`src/design/beqsg_pkg.sv`:
```
// ----------------------------------------------------------------------------
// Breakpoint equaliser package
// Shared widths, register indexes, status codes and the control and status
// records that pass between the controller and the datapath.
// ----------------------------------------------------------------------------
`timescale 1ns / 1ps
`default_nettype none

package beqsg_pkg;

  localparam int MaxFftLen = 4096;
  localparam int MaxPoints = 64;

  localparam int FreqW  = 25;
  localparam int GainW  = 16;
  localparam int SpecW  = 24;
  localparam int BinW   = 12;
  localparam int LogW   = 4;
  localparam int StatW  = 3;
  localparam int OpW    = 1;

  localparam int CfgIdxW  = 2;
  localparam int CfgDataW = 25;

  // Divider produces one quotient bit per step.
  localparam int DivSteps = GainW;

  localparam logic [GainW-1:0] OneQ12 = 16'h1000;

  localparam logic [CfgIdxW-1:0] CFG_FFT_LEN_LOG2 = 2'd0;
  localparam logic [CfgIdxW-1:0] CFG_BIN_WIDTH    = 2'd1;
  localparam logic [CfgIdxW-1:0] CFG_COMPLEX_MODE = 2'd2;

  localparam logic [LogW-1:0]  RstFftLenLog2 = 4'd9;
  localparam logic [FreqW-1:0] RstBinWidth   = 25'd22050;
  localparam logic             RstComplex    = 1'b0;

  localparam logic [LogW-1:0]  MinFftLog = 4'd6;

  localparam logic [OpW-1:0] OP_LOAD = 1'b0;
  localparam logic [OpW-1:0] OP_BIN  = 1'b1;

  localparam logic [StatW-1:0] ST_OK        = 3'd0;
  localparam logic [StatW-1:0] ST_FEW       = 3'd1;
  localparam logic [StatW-1:0] ST_ORDER     = 3'd2;
  localparam logic [StatW-1:0] ST_MANY      = 3'd3;
  localparam logic [StatW-1:0] ST_BIN_RANGE = 3'd4;

  typedef enum logic [1:0] {
    WSEL_FILL,
    WSEL_LEFT,
    WSEL_RIGHT
  } tbl_wsel_e;

  typedef struct packed {
    logic      in_latch;
    logic      pt_we;
    logic      lo_load;
    logic      hi_load;
    logic      seg_shift;
    logic      seg_calc;
    logic      f_clear;
    logic      f_step;
    logic      pick_lo;
    logic      pick_hi;
    logic      lerp_mul;
    logic [1:0] comp;
    logic      div_load;
    logic      div_step;
    logic      lerp_fin;
    logic      tbl_we;
    tbl_wsel_e tbl_wsel;
    logic      bin_mul;
    logic      bin_sum;
    logic      bin_out;
    logic      out_zero;
  } ctrl_cmd_t;

  typedef struct packed {
    logic freq_le_last;
    logic bin_oor;
    logic f_gt_hi;
    logic f_le_lo;
    logic f_ge_hi;
  } dp_sts_t;

endpackage

`default_nettype wire

```
`src/design/beqsg_ctrl.sv`:
```
// ----------------------------------------------------------------------------
// Breakpoint equaliser controller
// Sequences table clearing, breakpoint loading, table rebuild and bin items.
// ----------------------------------------------------------------------------
`timescale 1ns / 1ps
`default_nettype none

module beqsg_ctrl #(
  parameter int MAX_FFT_LEN = beqsg_pkg::MaxFftLen,
  parameter int MAX_POINTS  = beqsg_pkg::MaxPoints
) (
  input  wire logic                              clk_i,
  input  wire logic                              rst_ni,
  input  wire logic                              start_i,
  input  wire logic                              op_i,
  input  wire logic                              last_point_i,
  input  wire logic [$clog2(MAX_FFT_LEN)-1:0]    half_i,
  input  wire beqsg_pkg::dp_sts_t                sts_i,
  output logic                                   busy_o,
  output logic                                   done_o,
  output logic [beqsg_pkg::StatW-1:0]            status_o,
  output beqsg_pkg::ctrl_cmd_t                   cmd_o,
  output logic [$clog2(MAX_POINTS)-1:0]          pt_waddr_o,
  output logic [$clog2(MAX_POINTS)-1:0]          pt_raddr_o,
  output logic [$clog2(MAX_FFT_LEN)-1:0]         tbl_waddr_o
);

  localparam int AW = $clog2(MAX_FFT_LEN);
  localparam int PW = $clog2(MAX_POINTS);
  localparam int CW = $clog2(MAX_POINTS + 1);
  localparam int DW = $clog2(beqsg_pkg::DivSteps);

  localparam logic [4:0] S_IDLE  = 5'd0;
  localparam logic [4:0] S_CLR   = 5'd1;
  localparam logic [4:0] S_BRD   = 5'd2;
  localparam logic [4:0] S_BMUL  = 5'd3;
  localparam logic [4:0] S_BSUM  = 5'd4;
  localparam logic [4:0] S_BOUT  = 5'd5;
  localparam logic [4:0] S_RB0   = 5'd6;
  localparam logic [4:0] S_RB1   = 5'd7;
  localparam logic [4:0] S_RB2   = 5'd8;
  localparam logic [4:0] S_CMP   = 5'd9;
  localparam logic [4:0] S_ADV   = 5'd10;
  localparam logic [4:0] S_LMUL  = 5'd11;
  localparam logic [4:0] S_LDIV0 = 5'd12;
  localparam logic [4:0] S_LDIV  = 5'd13;
  localparam logic [4:0] S_LFIN  = 5'd14;
  localparam logic [4:0] S_WRL   = 5'd15;
  localparam logic [4:0] S_WRR   = 5'd16;
  localparam logic [4:0] S_DONE  = 5'd17;

  logic [4:0]    state_q, state_d;
  logic [CW-1:0] cnt_q, cnt_d, n_q, n_d, cnt_new;
  logic          oe_q, oe_d, ovf_q, ovf_d, oe_new, ovf_new;
  logic [PW-1:0] k_q, k_d;
  logic [AW-1:0] i_q, i_d;
  logic [1:0]    comp_q, comp_d;
  logic [DW-1:0] dstep_q, dstep_d;
  logic          done_q, done_d;
  logic [beqsg_pkg::StatW-1:0] status_q, status_d, st_new;

  assign busy_o     = (state_q != S_IDLE);
  assign done_o     = done_q;
  assign status_o   = status_q;
  assign pt_waddr_o = cnt_q[PW-1:0];

  always_comb begin
    state_d  = state_q;
    cnt_d    = cnt_q;
    n_d      = n_q;
    oe_d     = oe_q;
    ovf_d    = ovf_q;
    k_d      = k_q;
    i_d      = i_q;
    comp_d   = comp_q;
    dstep_d  = dstep_q;
    done_d   = 1'b0;
    status_d = status_q;
    cnt_new  = cnt_q;
    oe_new   = oe_q;
    ovf_new  = ovf_q;
    st_new   = beqsg_pkg::ST_OK;
    cmd_o    = '0;
    cmd_o.comp     = comp_q;
    cmd_o.tbl_wsel = beqsg_pkg::WSEL_FILL;
    pt_raddr_o  = k_q;
    tbl_waddr_o = i_q;

    unique case (state_q)
      S_IDLE: begin
        if (start_i && (op_i == beqsg_pkg::OP_BIN)) begin
          cmd_o.in_latch = 1'b1;
          if (sts_i.bin_oor) begin
            cmd_o.out_zero = 1'b1;
            done_d         = 1'b1;
            status_d       = beqsg_pkg::ST_BIN_RANGE;
          end else begin
            state_d = S_BRD;
          end
        end else if (start_i) begin
          cmd_o.in_latch = 1'b1;
          cmd_o.out_zero = 1'b1;
          if (cnt_q == CW'(MAX_POINTS)) begin
            ovf_new = 1'b1;
            st_new  = beqsg_pkg::ST_MANY;
          end else begin
            if ((cnt_q != '0) && sts_i.freq_le_last) begin
              oe_new = 1'b1;
              st_new = beqsg_pkg::ST_ORDER;
            end
            cmd_o.pt_we = 1'b1;
            cnt_new     = cnt_q + CW'(1);
          end
          done_d = 1'b1;
          cnt_d  = cnt_new;
          oe_d   = oe_new;
          ovf_d  = ovf_new;
          if (last_point_i) begin
            cnt_d = '0;
            oe_d  = 1'b0;
            ovf_d = 1'b0;
            priority if (cnt_new < CW'(2)) begin
              st_new = beqsg_pkg::ST_FEW;
            end else if (oe_new) begin
              st_new = beqsg_pkg::ST_ORDER;
            end else if (ovf_new) begin
              st_new = beqsg_pkg::ST_MANY;
            end else begin
              st_new  = beqsg_pkg::ST_OK;
              done_d  = 1'b0;
              n_d     = cnt_new;
              state_d = S_RB0;
            end
          end
          status_d = st_new;
        end
      end
      S_CLR: begin
        cmd_o.tbl_we = 1'b1;
        i_d          = i_q + AW'(1);
        if (i_q == '1) begin
          state_d = S_IDLE;
        end
      end
      S_BRD:  state_d = S_BMUL;
      S_BMUL: begin
        cmd_o.bin_mul = 1'b1;
        state_d       = S_BSUM;
      end
      S_BSUM: begin
        cmd_o.bin_sum = 1'b1;
        state_d       = S_BOUT;
      end
      S_BOUT: begin
        cmd_o.bin_out = 1'b1;
        done_d        = 1'b1;
        status_d      = beqsg_pkg::ST_OK;
        state_d       = S_IDLE;
      end
      S_RB0: begin
        cmd_o.f_clear = 1'b1;
        i_d           = '0;
        pt_raddr_o    = '0;
        state_d       = S_RB1;
      end
      S_RB1: begin
        cmd_o.lo_load = 1'b1;
        pt_raddr_o    = PW'(1);
        state_d       = S_RB2;
      end
      S_RB2: begin
        cmd_o.hi_load = 1'b1;
        k_d           = PW'(1);
        state_d       = S_CMP;
      end
      S_CMP: begin
        priority if (sts_i.f_gt_hi && ((CW'(k_q) + CW'(1)) < n_q)) begin
          pt_raddr_o = k_q + PW'(1);
          state_d    = S_ADV;
        end else if (sts_i.f_le_lo) begin
          cmd_o.pick_lo = 1'b1;
          state_d       = S_WRL;
        end else if (sts_i.f_ge_hi) begin
          cmd_o.pick_hi = 1'b1;
          state_d       = S_WRL;
        end else begin
          cmd_o.seg_calc = 1'b1;
          comp_d         = '0;
          state_d        = S_LMUL;
        end
      end
      S_ADV: begin
        cmd_o.seg_shift = 1'b1;
        k_d             = k_q + PW'(1);
        state_d         = S_CMP;
      end
      S_LMUL: begin
        cmd_o.lerp_mul = 1'b1;
        state_d        = S_LDIV0;
      end
      S_LDIV0: begin
        cmd_o.div_load = 1'b1;
        dstep_d        = '0;
        state_d        = S_LDIV;
      end
      S_LDIV: begin
        cmd_o.div_step = 1'b1;
        dstep_d        = dstep_q + DW'(1);
        if (dstep_q == DW'(beqsg_pkg::DivSteps - 1)) begin
          state_d = S_LFIN;
        end
      end
      S_LFIN: begin
        cmd_o.lerp_fin = 1'b1;
        if (comp_q == 2'd3) begin
          state_d = S_WRL;
        end else begin
          comp_d  = comp_q + 2'd1;
          state_d = S_LMUL;
        end
      end
      S_WRL: begin
        cmd_o.tbl_we   = 1'b1;
        cmd_o.tbl_wsel = beqsg_pkg::WSEL_LEFT;
        state_d        = S_WRR;
      end
      S_WRR: begin
        cmd_o.tbl_we   = 1'b1;
        cmd_o.tbl_wsel = beqsg_pkg::WSEL_RIGHT;
        tbl_waddr_o    = half_i + i_q;
        if (i_q == half_i - AW'(1)) begin
          state_d = S_DONE;
        end else begin
          i_d          = i_q + AW'(1);
          cmd_o.f_step = 1'b1;
          state_d      = S_CMP;
        end
      end
      S_DONE: begin
        cmd_o.out_zero = 1'b1;
        done_d         = 1'b1;
        status_d       = beqsg_pkg::ST_OK;
        state_d        = S_IDLE;
      end
      default: state_d = S_IDLE;
    endcase
  end

  always_ff @(posedge clk_i or negedge rst_ni) begin
    if (!rst_ni) begin
      state_q  <= S_CLR;
      cnt_q    <= '0;
      n_q      <= '0;
      oe_q     <= 1'b0;
      ovf_q    <= 1'b0;
      k_q      <= '0;
      i_q      <= '0;
      comp_q   <= '0;
      dstep_q  <= '0;
      done_q   <= 1'b0;
      status_q <= beqsg_pkg::ST_OK;
    end else begin
      state_q  <= state_d;
      cnt_q    <= cnt_d;
      n_q      <= n_d;
      oe_q     <= oe_d;
      ovf_q    <= ovf_d;
      k_q      <= k_d;
      i_q      <= i_d;
      comp_q   <= comp_d;
      dstep_q  <= dstep_d;
      done_q   <= done_d;
      status_q <= status_d;
    end
  end

endmodule

`default_nettype wire

```
`config.mk`:
```
export PLATFORM = sky130hd
export DESIGN_NAME = beqsg_ctrl
export DESIGN_NICKNAME = d
export VERILOG_FILES = /design/src/design/beqsg_pkg.sv /design/src/design/beqsg_ctrl.sv
export SDC_FILE = /design/constraint.sdc
export NUM_CORES = 1
export LEC_CHECK = 0
export BUFFER_PORTS_ARGS = -buffer_cell sky130_fd_sc_hd__buf_4
export CAP_MARGIN = 15
export CORE_ASPECT_RATIO = 1.2
export CORE_MARGIN = 3
export CORE_UTILIZATION = 55
export CTS_BUF_LIST = sky130_fd_sc_hd__clkbuf_8 sky130_fd_sc_hd__clkbuf_16
export CTS_CLUSTER_DIAMETER = 50
export CTS_CLUSTER_SIZE = 16
export DETAILED_ROUTE_END_ITERATION = 6
export PLACE_DENSITY = 0.85
export SLEW_MARGIN = 20
export SYNTH_ARGS = -nofsm -noshare
export SYNTH_HDL_FRONTEND = slang
export SYNTH_SLANG_ARGS = --single-unit
```
`constraint.sdc`:
```
create_clock -name clk_i -period 3.4 [get_ports clk_i]
set_input_delay 0.34 -clock clk_i [delete_from_list [all_inputs] [get_ports clk_i]]
set_output_delay 0.34 -clock clk_i [all_outputs]
set_load 0.005 [all_outputs]
```
== After elaboration in Yosys (flattened, before gate mapping) ==
Index checks and enable logic that the tools add are counted.

* Equal/unequal tests: 36
* $add $sub $neg: 8
* Magnitude comparators: 2
* Bitwise operators: 4
* Reduce and logical (&&, ||, !) cells: 20
* Muxes and demuxes: 93

{| class="wikitable"
|+ Operators with widths
! cell !! number
|-
| $pmux W5 S15 || 1
|-
| $mux W5 || 12
|-
| $mux W1 || 44
|-
| $eq A5 B4 Y1 const B || 8
|-
| $pmux W12 S3 || 1
|-
| $mux W7 || 5
|-
| $mux W12 || 2
|-
| $mux W3 || 8
|-
| $mux W2 || 11
|-
| $ne A3 B3 Y1 const B || 7
|-
| $eq A5 B3 Y1 const B || 4
|-
| $pmux W6 S3 || 1
|-
| $ne A2 B2 Y1 const B || 7
|-
| $add A12 B1 Y12 const B || 1
|-
| $add A12 B12 Y12 || 1
|-
| $eq A12 B12 Y1 || 1
|-
| $eq A12 B12 Y1 const B || 1
|-
| $pmux W6 S2 || 1
|-
| $sub A12 B1 Y12 const B || 1
|-
| $eq A5 B2 Y1 const B || 2
|-
| $eq A5 B5 Y1 const B || 2
|-
| $pmux W2 S2 || 2
|-
| $pmux W4 S2 || 1
|-
| $reduce_and A8 Y1 || 1
|-
| other kinds (27) || 38
|}

* Input port bits: 22
* Logic and storage cells: 174
* Bits in registers: 49

== Longest topological paths before layout ==
Gate-level depths: netlist of run 1.

* Depth after elaboration: 13
* Mapped depth: 12
* Depth with buffers taken out: 11

== Worst setup path before layout of run 1 ==
OpenSTA, ideal clock, no wires.

* Path kind: input-to-output
* Start point: input port half_i[1]
* End point: output port cmd_o[15] in the netlist's numbering
* Data arrival time: 2.309 ns
* Slack: 0.751 ns
* Data required time: 3.060 ns
* Cell stages on the path: 9
* Cell sequence: inv_1 > ha_1 > nor4b_4 > and2_2 > a32o_1 > a221o_1 > nand4_1 > or4_1 > and2_1

{| class="wikitable"
|+ RTL lines
! item !! RTL line !! source
|-
| from (decl) || beqsg_ctrl.sv:17 || <nowiki>input wire logic [$clog2(MAX_FFT_LEN)-1:0] half_i,</nowiki>
|-
| to (decl) || beqsg_ctrl.sv:22 || <nowiki>output beqsg_pkg::ctrl_cmd_t cmd_o,</nowiki>
|}

==> flow_metrics.tcl, run 1 <==
set metrics [dict create \
    outcome "completed" \
    first_pass_iters 5 \
    postRouteAntennaNets 0 \
    clock_latency_ps 310 \
    route.met2.wl_um 6060 \
    cts_tree "yes" \
    wl_met3_um 535 \
    cts_num_sinks 49 \
    place_hpwl_um 8540 \
    skew_ps 7.96 \
    final_max_slew_viol_count 0 \
    die_area_mm2 0.00912 \
    seq_area_mm2 0.00123 \
    peakVddDrop_v 0.000376 \
    dp.cells 692 \
    fin_area_mm2 0.00497 \
    clockRootBuffer "clkbuf_8" \
    place_congestion 0.905 \
    period_share_pct 94.9 \
    synth_cells 557 \
    synth_flop_cell "dfrtp_1" \
    antenna_found_initial 0 \
    grt_pass1_vias 4239 \
    area_delta_synth_final_pct 12.9 \
    wire_per_inst_um 16.0 \
    leakage_uw 0.00231 \
    yosysUniqueCellTypes 71 \
    initial_core_util_pct 56.8 \
    setup_slack_ps 172 \
    detail_route.iter0.violations 212 \
    start_kind "register" \
    crit_arrival_ps 2890 \
    grt_pass1_wl_um 18900 \
    grt_start_max_net_pins 50 \
    pre_cts_ws_ps 210 \
    num_rows 35 \
    die_x_um 87.7 \
    htreeDepth 2 \
    wl_met1_um 4290 \
    hp-class "primary input to async pin" \
    drcViolationCount 0 \
    dr_total_vias 4224 \
    maxCapViolCount 0 \
    crit_required_ps 3060 \
    gr-total-overflow 0 \
    final_common_cell "buf_4" \
    ctsHoldBuffers 0 \
    wl_um 11200 \
    synth_edf_count 0 \
    hold_violations 0 \
    num-fill-cells 691 \
    io_pins 74 \
    cp_max_fo 8 \
    synth_seq_cells 49 \
    layout_min_cycle_time_ps 3230 \
    synth_area_mm2 0.00440 \
    ys_seq_area_share_pct 27.9 \
    layout.nets 655 \
    routed_via_density 6.03 \
    yosysWarnings 0 \
    layout_common_cells "76 x buf_4, 71 x nand2_1, 48 x o21ai_0" \
    relSlewSlack_pct 57.7 \
    syn-mean-instance-area_um2 7.90 \
    io_buffers 73 \
    worst_slew_pin_slew_ps 635 \
    diodes 0 \
    end_kind "primary output" \
    crit_type "register to primary output" \
    holdWs_ps 35.9 \
    maxUsedRoutingLayer "met4" \
    instances_no_fill 701 \
    track_usage_pct 24.9 \
    drive_gt1_share_pct 20.4 \
    placed_area_mm2 0.00484 \
    clkTransAtPathRegs_ps 90 \
    synthesis.nets 604 \
    clock.fmax_ghz 0.310 \
    die_h_um 104 \
    power.density_mw_per_mm2 569 \
    clock_path_buffers 2 \
    core-area_mm2 0.00775 \
    fin_tns_setup_ps 0 \
    final-setup-viol-count 0 \
    synthArstFlopShare_pct 100 \
    cts_buffers 5 \
    multiInputGateArea_mm2 0.00283 \
]
-- repair_timing --
| action | 4_1_cts | 5_1_grt |
|---|---|---|
| setup endpoints to repair | 2 | 10 |
| buffers inserted | 1 | 0 |
| gates resized for setup | 0 | 9 |
| pin swaps | 1 | 1 |
-- power breakdown --
| part | switching (µW) | internal (µW) |
|---|---|---|
| Clock | 209 | 165 |
| Sequential | 257 | 750 |
| Combinational | 771 | 678 |
| Total | 1240 | 1590 |
-- routing by layer --
| layer | vias to the layer above | GRT usage [%] |
|---|---|---|
| li1 | 2046 | - |
| met1 | 2004 | 29.2 |
| met2 | 143 | 45.4 |
| met3 | 31 | 2.77 |
| met4 | 0 | 8.99 |
| met5 | - | 0 |
-- cell usage after synthesis (all sizes together), types with 9 or more instances --
cell	instances	share of area (%)
a21oi	32	3.6
and3	10	1.4
buf	16	2.4
clkbuf	14	1.6
dfrtp	48	27
ha	24	6.8
inv	36	3.1
nand2	72	6.3
nand2b	10	1.4
nand3	25	3.0
nor2	44	3.8
nor3	23	2.7
o21ai	50	5.7
o31ai	10	1.7
or2	9	1.3
xnor2	19	3.8
xor2	18	3.6
-- state kept, by name, summed over array words and instances (netlist names) --
name and flops:
comp_q 2, oe_q 1, ovf_q 1, n_q 7
cnt_q 7, dstep_q 4, i_q 12, done_o 1
status_o 3, k_q 6, state_q 5
-- final timing paths --
check                                   startpoint  depth (start not counted)                       to  slack [ps]
setup / recovery                k_q[0]$_DFFE_PN0P_                         10                cmd_o[13]         170
hold / removal                              rst_ni                          1       k_q[4]$_DFFE_PN0P_          40
setup reg to reg              cnt_q[0]$_DFFE_PN0P_                          7       n_q[0]$_DFFE_PN0P_         640
hold reg to reg            status_o[1]$_DFFE_PN0P_                          2  status_o[1]$_DFFE_PN0P_         510
max in group asynchronous                   rst_ni                          1       k_q[0]$_DFFE_PN0P_        2900
min in group clk_i                            op_i                          3  status_o[2]$_DFFE_PN0P_         290
-- cells by family (layout without fill, tap and decap cells) --
kind of cell / after synthesis / after routing / synth area share [%]
and+or+nand+nor: 238 / 238 / 28.6
adders and majority gates: 25 / 25 / 7.27
AOI/OAI and AO/OA: 135 / 135 / 19.0
xor gates and xnor gates: 37 / 37 / 7.36
DFF: 49 / 49 / 27.9
buffers and inverters: 68 / 120 / 8.58
muxes: 5 / 5 / 1.28
-- area by class of cell --
cell class                 count  share of cell area (%)
multi-input combinational    440                    56.8
sequential                    49                    24.7
timing repair buffer          76                    11.5
inverter                      36                    2.72
tap                           92                    2.32
clock buffer                   6                    1.66
clock inverter                 2                   0.277
-- stage by stage --
stage	utilization (%)	power, µW
2_1_floorplan	-	1990
6_report	64.1	2830
5_1_grt	64.1	3080
3_3_place_gp	62.4	2370
4_1_cts	63.8	2830
3_5_place_dp	62.4	2450
-- critical path, cell delays in order, from the launching register on --
cell and delay, ps:
dfrtp_2 470, ha_1 340, ha_1 280, a21boi_0 200, o21a_1 130, o21ai_0 70
a21oi_1 120, o21ai_0 120, a311o_1 470, nor3b_1 240, buf_4 140
Note: power is estimated with default switching activity, not from simulation.
==> run 2, diff against run 1 <==
- CORE_ASPECT_RATIO: 1.2 -> 1.75
==> run 2 against run 1 <==
  * Largest power group unchanged
  * Register-to-register slack got worse by 220 ps
  * Highest routed layer unchanged
  * Worst hold slack better by 25 ps
  * Non-clock buffer count is 1 lower
  * Sequential cell count is the same
  * Combinational power about the same
  * Final cell count down 0.71%
==> flow_metrics.tcl, run 2 (synthesis gave the netlist of run 1 again) <==
set metrics [dict create \
    outcome "completed" \
    maxUsedRoutingLayer "met4" \
    grt_pass1_wl_um 18700 \
    drcViolationCount 0 \
    htreeDepth 2 \
    core-area_mm2 0.00767 \
    peakVddDrop_v 0.000557 \
    reg_top3 "i_q x12, cnt_q x7, n_q x7" \
    io_buffers 73 \
    r2r_setup_slack_ps 420 \
    holdWs_ps 60.6 \
    grt_start_max_net_pins 50 \
    die_area_mm2 0.00916 \
    r2r-start "cnt_q[3]$_DFFE_PN0P_" \
    antenna_found_initial 0 \
    skew_ps 9.60 \
    cts_num_sinks 49 \
    clkTransAtPathRegs_ps 70 \
    clock.fmax_ghz 0.307 \
    leakage_uw 0.00233 \
    end_kind "primary output" \
    crit_type "register to primary output" \
    diodes 0 \
    place_hpwl_um 8790 \
    grt_pass1_vias 4129 \
    final_common_cell "buf_4" \
    rsz0062_at_grt "false" \
    setup_slack_ps 141 \
    track_usage_pct 25.2 \
    start_kind "register" \
    final_max_slew_viol_count 0 \
    hold_violations 0 \
    reg2regPathDepth 6 \
    final_util_pct 64.9 \
    pre_cts_ws_ps 225 \
    power.density_mw_per_mm2 585 \
    layout_common_cells "75 x buf_4, 71 x nand2_1, 49 x o21ai_0" \
    gr-total-overflow 0 \
    final-setup-viol-count 0 \
    io_pins 74 \
    wl_met3_um 586 \
    fin_tns_setup_ps 0 \
    critPathLaunch "i_q[2]$_DFFE_PN0P_" \
    r2r_end "n_q[0]$_DFFE_PN0P_" \
    worst_slew_pin_slew_ps 644 \
    layout_min_cycle_time_ps 3260 \
    detail_route.iter0.violations 191 \
    dr_total_vias 4220 \
    clock_latency_ps 290 \
    wire_per_inst_um 16.4 \
    die_x_um 73.6 \
    clockRootBuffer "clkbuf_16" \
    route.met2.wl_um 6220 \
    cp_max_fo 9 \
    crit_required_ps 3060 \
    hp-class "primary input to async pin" \
    layout.nets 654 \
    drive_gt1_share_pct 19.4 \
    largest_register "i_q" \
    cts_buffers 5 \
    relSlewSlack_pct 57.1 \
    area_delta_synth_final_pct 13.2 \
    maxCapViolCount 0 \
    wl_um 11400 \
    num_rows 42 \
    initial_core_util_pct 57.4 \
    cts_tree "yes" \
    crit_arrival_ps 2920 \
    place_congestion 0.875 \
    total_power_uw 2920 \
    period_share_pct 95.9 \
    die_h_um 124 \
    postRouteAntennaNets 0 \
    first_pass_iters 5 \
    wl_met1_um 4270 \
    routed_via_density 6.06 \
    largest_reg_flops 12 \
    clock_path_buffers 2 \
]
==> run 2: critical path, stage by stage, from the launching register on <==
cell     delay [ps]
dfrtp_1         490
ha_1            380
nor2b_1         150
o21ai_0         210
a21oi_1         140
o21ai_0         280
a21oi_2         130
o211a_1         250
o21a_1          170
o31ai_1         260
buf_4           160
==> run 2: layout make-up <==
cell class	count	area, µm²
Clock buffer	5	125
Clock inverter	3	13.8
Fill cell	639	2690
Inverter	36	135
Multi-Input combinational cell	440	2810
Sequential cell	49	1230
Tap cell	88	110
Timing Repair Buffer	75	563
==> run 2: metrics by stage <==
step                      std cells  area (µm²)
after floorplan                 557        4400
after global placement          687        4830
after detailed placement        687        4830
after CTS                       696        4970
after global routing            696        4980
final                           696        4980
==> run 2: worst max-delay path by stage <==
stage	end	slack, ps	cells past startpoint
global route	cmd_o[15]	4	11
floorplan	cmd_o[15]	750	9
CTS	tbl_waddr_o[10]	30	12
finish	tbl_waddr_o[10]	140	10
detailed placement	cmd_o[15]	220	11
global placement	cmd_o[15]	320	11
==> run 2: power by group <==
part | switching [µW] | leakage [µW] | internal (µW)
sequential | 256 | 0.000638 | 747
clock | 216 | 0.0000748 | 268
combinational | 767 | 0.00161 | 661
total | 1240 | 0.00233 | 1680
==> run 2: layer usage <==
metal / vias to the layer above / track usage, %
met1: 1965 / 27.1
met5: - / 0
met4: 0 / 10.8
met2: 171 / 46.5
li1: 2051 / -
met3: 33 / 3.47
==> run 2: what timing repair did <==
action,4_1_cts,5_1_grt
setup endpoints to repair,3,4
resized for setup,0,4
hold buffers,0,0
pin swaps,1,1
buffers inserted,1,0
==> run 3, diff against run 2 <==
- CAP_MARGIN: 15 -> not set
- CORE_UTILIZATION: 55 -> 52
- clock period: 3.4 -> 2.8 ns (I/O delays scaled with it)
==> run 3 against run 2 <==
  * The run now ends with negative setup slack left
  * First-iteration DRC count is 18% higher
  * Clock skew is 4.2 ps lower
  * Clock power is 64% higher
  * Critical endpoint is now pt_raddr_o[2]
==> flow_metrics.tcl, run 3 (synthesis gave the netlist of run 1 again) <==
set metrics [dict create \
    die_area_mm2 0.00965 \
    area_delta_synth_final_pct 26.5 \
    multiInputGateArea_mm2 0.00301 \
    switchingPower_uw 1690 \
    num_rows 43 \
    core-area_mm2 0.00807 \
    dr_total_vias 4498 \
    reg_top3 "i_q x12, cnt_q x7, n_q x7" \
    fin_area_mm2 0.00557 \
    routed_via_density 6.08 \
    clockRootBuffer "clkbuf_16" \
    diodes 0 \
    largest_register "i_q" \
    hold_violations 0 \
    period_share_pct 104 \
    hp-class "primary input to async pin" \
    antenna_found_initial 0 \
    placed_area_mm2 0.00502 \
    first_pass_iters 7 \
    drive_gt1_share_pct 30.3 \
    outcome "complete, but fails checks" \
    holdWs_ps 4.87 \
    grt_start_max_net_pins 50 \
    cts_tree "yes" \
    layout.nets 696 \
    die_h_um 128 \
    switching_share_pct 40.7 \
    cp_max_fo 6 \
    final_common_cell "buf_4" \
    total_power_uw 4150 \
    detail_route.iter0.violations 226 \
    place_hpwl_um 9190 \
    end_kind "primary output" \
    io_pins 74 \
    cts_buffers 5 \
    seq_area_mm2 0.00123 \
    io_buffers 73 \
    violations "negative setup slack" \
    largest_reg_flops 12 \
    power.density_mw_per_mm2 745 \
    worst_slew_pin_slew_ps 656 \
    wire_per_inst_um 17.0 \
    peakVddDrop_v 0.000678 \
    grt_pass1_wl_um 19700 \
    track_usage_pct 25.6 \
    clock.fmax_ghz 0.343 \
    layout_common_cells "113 x buf_4, 71 x nand2_1, 45 x dfrtp_1" \
    initial_core_util_pct 54.6 \
    comb_power_share_pct 52.8 \
    crit_arrival_ps 2640 \
    postRouteAntennaNets 0 \
    htreeDepth 2 \
    layout_min_cycle_time_ps 2920 \
    final_max_slew_viol_count 0 \
    rsz0062_at_grt "true" \
    leakage_uw 0.00258 \
    crit_type "register to primary output" \
    clock_latency_ps 290 \
    clock_path_buffers 2 \
    num-fill-cells 631 \
    drcViolationCount 0 \
    maxCapViolCount 0 \
    crit_required_ps 2520 \
    clkTransAtPathRegs_ps 70 \
    final_util_pct 69.0 \
    final-setup-viol-count 8 \
    grt_pass1_vias 4448 \
    skew_ps 5.39 \
    die_x_um 75.6 \
    gr-total-overflow 0 \
    place_congestion 0.917 \
    intPower_uw 2460 \
    start_kind "register" \
    relSlewSlack_pct 56.2 \
    ctsHoldBuffers 0 \
    clock_power_share_pct 19.1 \
    wl_um 12600 \
    cts_num_sinks 49 \
    setup_slack_ps -115 \
    seq_power_share_pct 28.1 \
]
[run 3: path summary, 6_finish.rpt]
check | from | to | slack (ps) | cells after the start
max | k_q[3]$_DFFE_PN0P_ | pt_raddr_o[2] | -120 | 12
min | rst_ni | cnt_q[4]$_DFFE_PN0P_ | 5 | 1
max reg2reg | cnt_q[0]$_DFFE_PN0P_ | n_q[2]$_DFFE_PN0P_ | 170 | 9
min reg2reg | status_o[1]$_DFFE_PN0P_ | status_o[1]$_DFFE_PN0P_ | 500 | 2
max in group asynchronous | rst_ni | i_q[1]$_DFFE_PN0P_ | 2310 | 1
min in group clk_i | op_i | status_o[2]$_DFFE_PN0P_ | 270 | 3
[run 3: final cells by class]
type | instances | share of cell area [%]
Clock buffer | 5 | 2.25
Clock inverter | 3 | 1.17
Inverter | 36 | 2.43
Multi-Input combinational cell | 440 | 54.0
Sequential cell | 49 | 22.1
Tap cell | 90 | 2.02
Timing Repair Buffer | 117 | 16.0
[run 3: what timing repair did]
| item | 4_1_cts | 5_1_grt |
|---|---|---|
| cloned | 0 | 1 |
| buffers inserted | 6 | 10 |
| endpoints found under the setup margin | 12 | 18 |
| resized for setup | 21 | 39 |
| pin swaps | 10 | 17 |
[run 3: power groups by stage]
stage / clock, µW / combinational [µW] / sequential, µW
3_5_place_dp: 0 / 1930 / 1140
3_3_place_gp: 0 / 1870 / 1130
6_report: 794 / 2190 / 1170
4_1_cts: 793 / 1990 / 1130
5_1_grt: 817 / 2420 / 1190
2_1_floorplan: 0 / 1370 / 1050
[run 3: per-stage QoR]
stage	setup slack [ps]	instances	setup TNS [ps]
after floorplan	271	557	0
after global placement	63.5	715	0
after detailed placement	-42.9	715	-42.9
after CTS	-75.6	729	-97.9
after global routing	-209	740	-1610
final	-115	740	-566
[run 3: worst max-delay path, stage by stage, from the launching register on]
cell and delay [ps]:
dfrtp_2 430, and3_4 210, nand3_2 100, xor2_2 210, inv_1 70, ha_1 290, o21ai_1 80, a21oi_1 50
o21ai_1 150, nand4_1 150, buf_6 170, mux2_2 280, buf_4 140
[run 3: per-layer routing]
metal  track usage [%]  share of wire (%)  up-vias
li1                  -                  -     2136
met1              26.6                 37     2160
met2              47.9                 56      167
met3              2.75                4.1       35
met4              12.7                3.1        0
met5                 0                  0        -
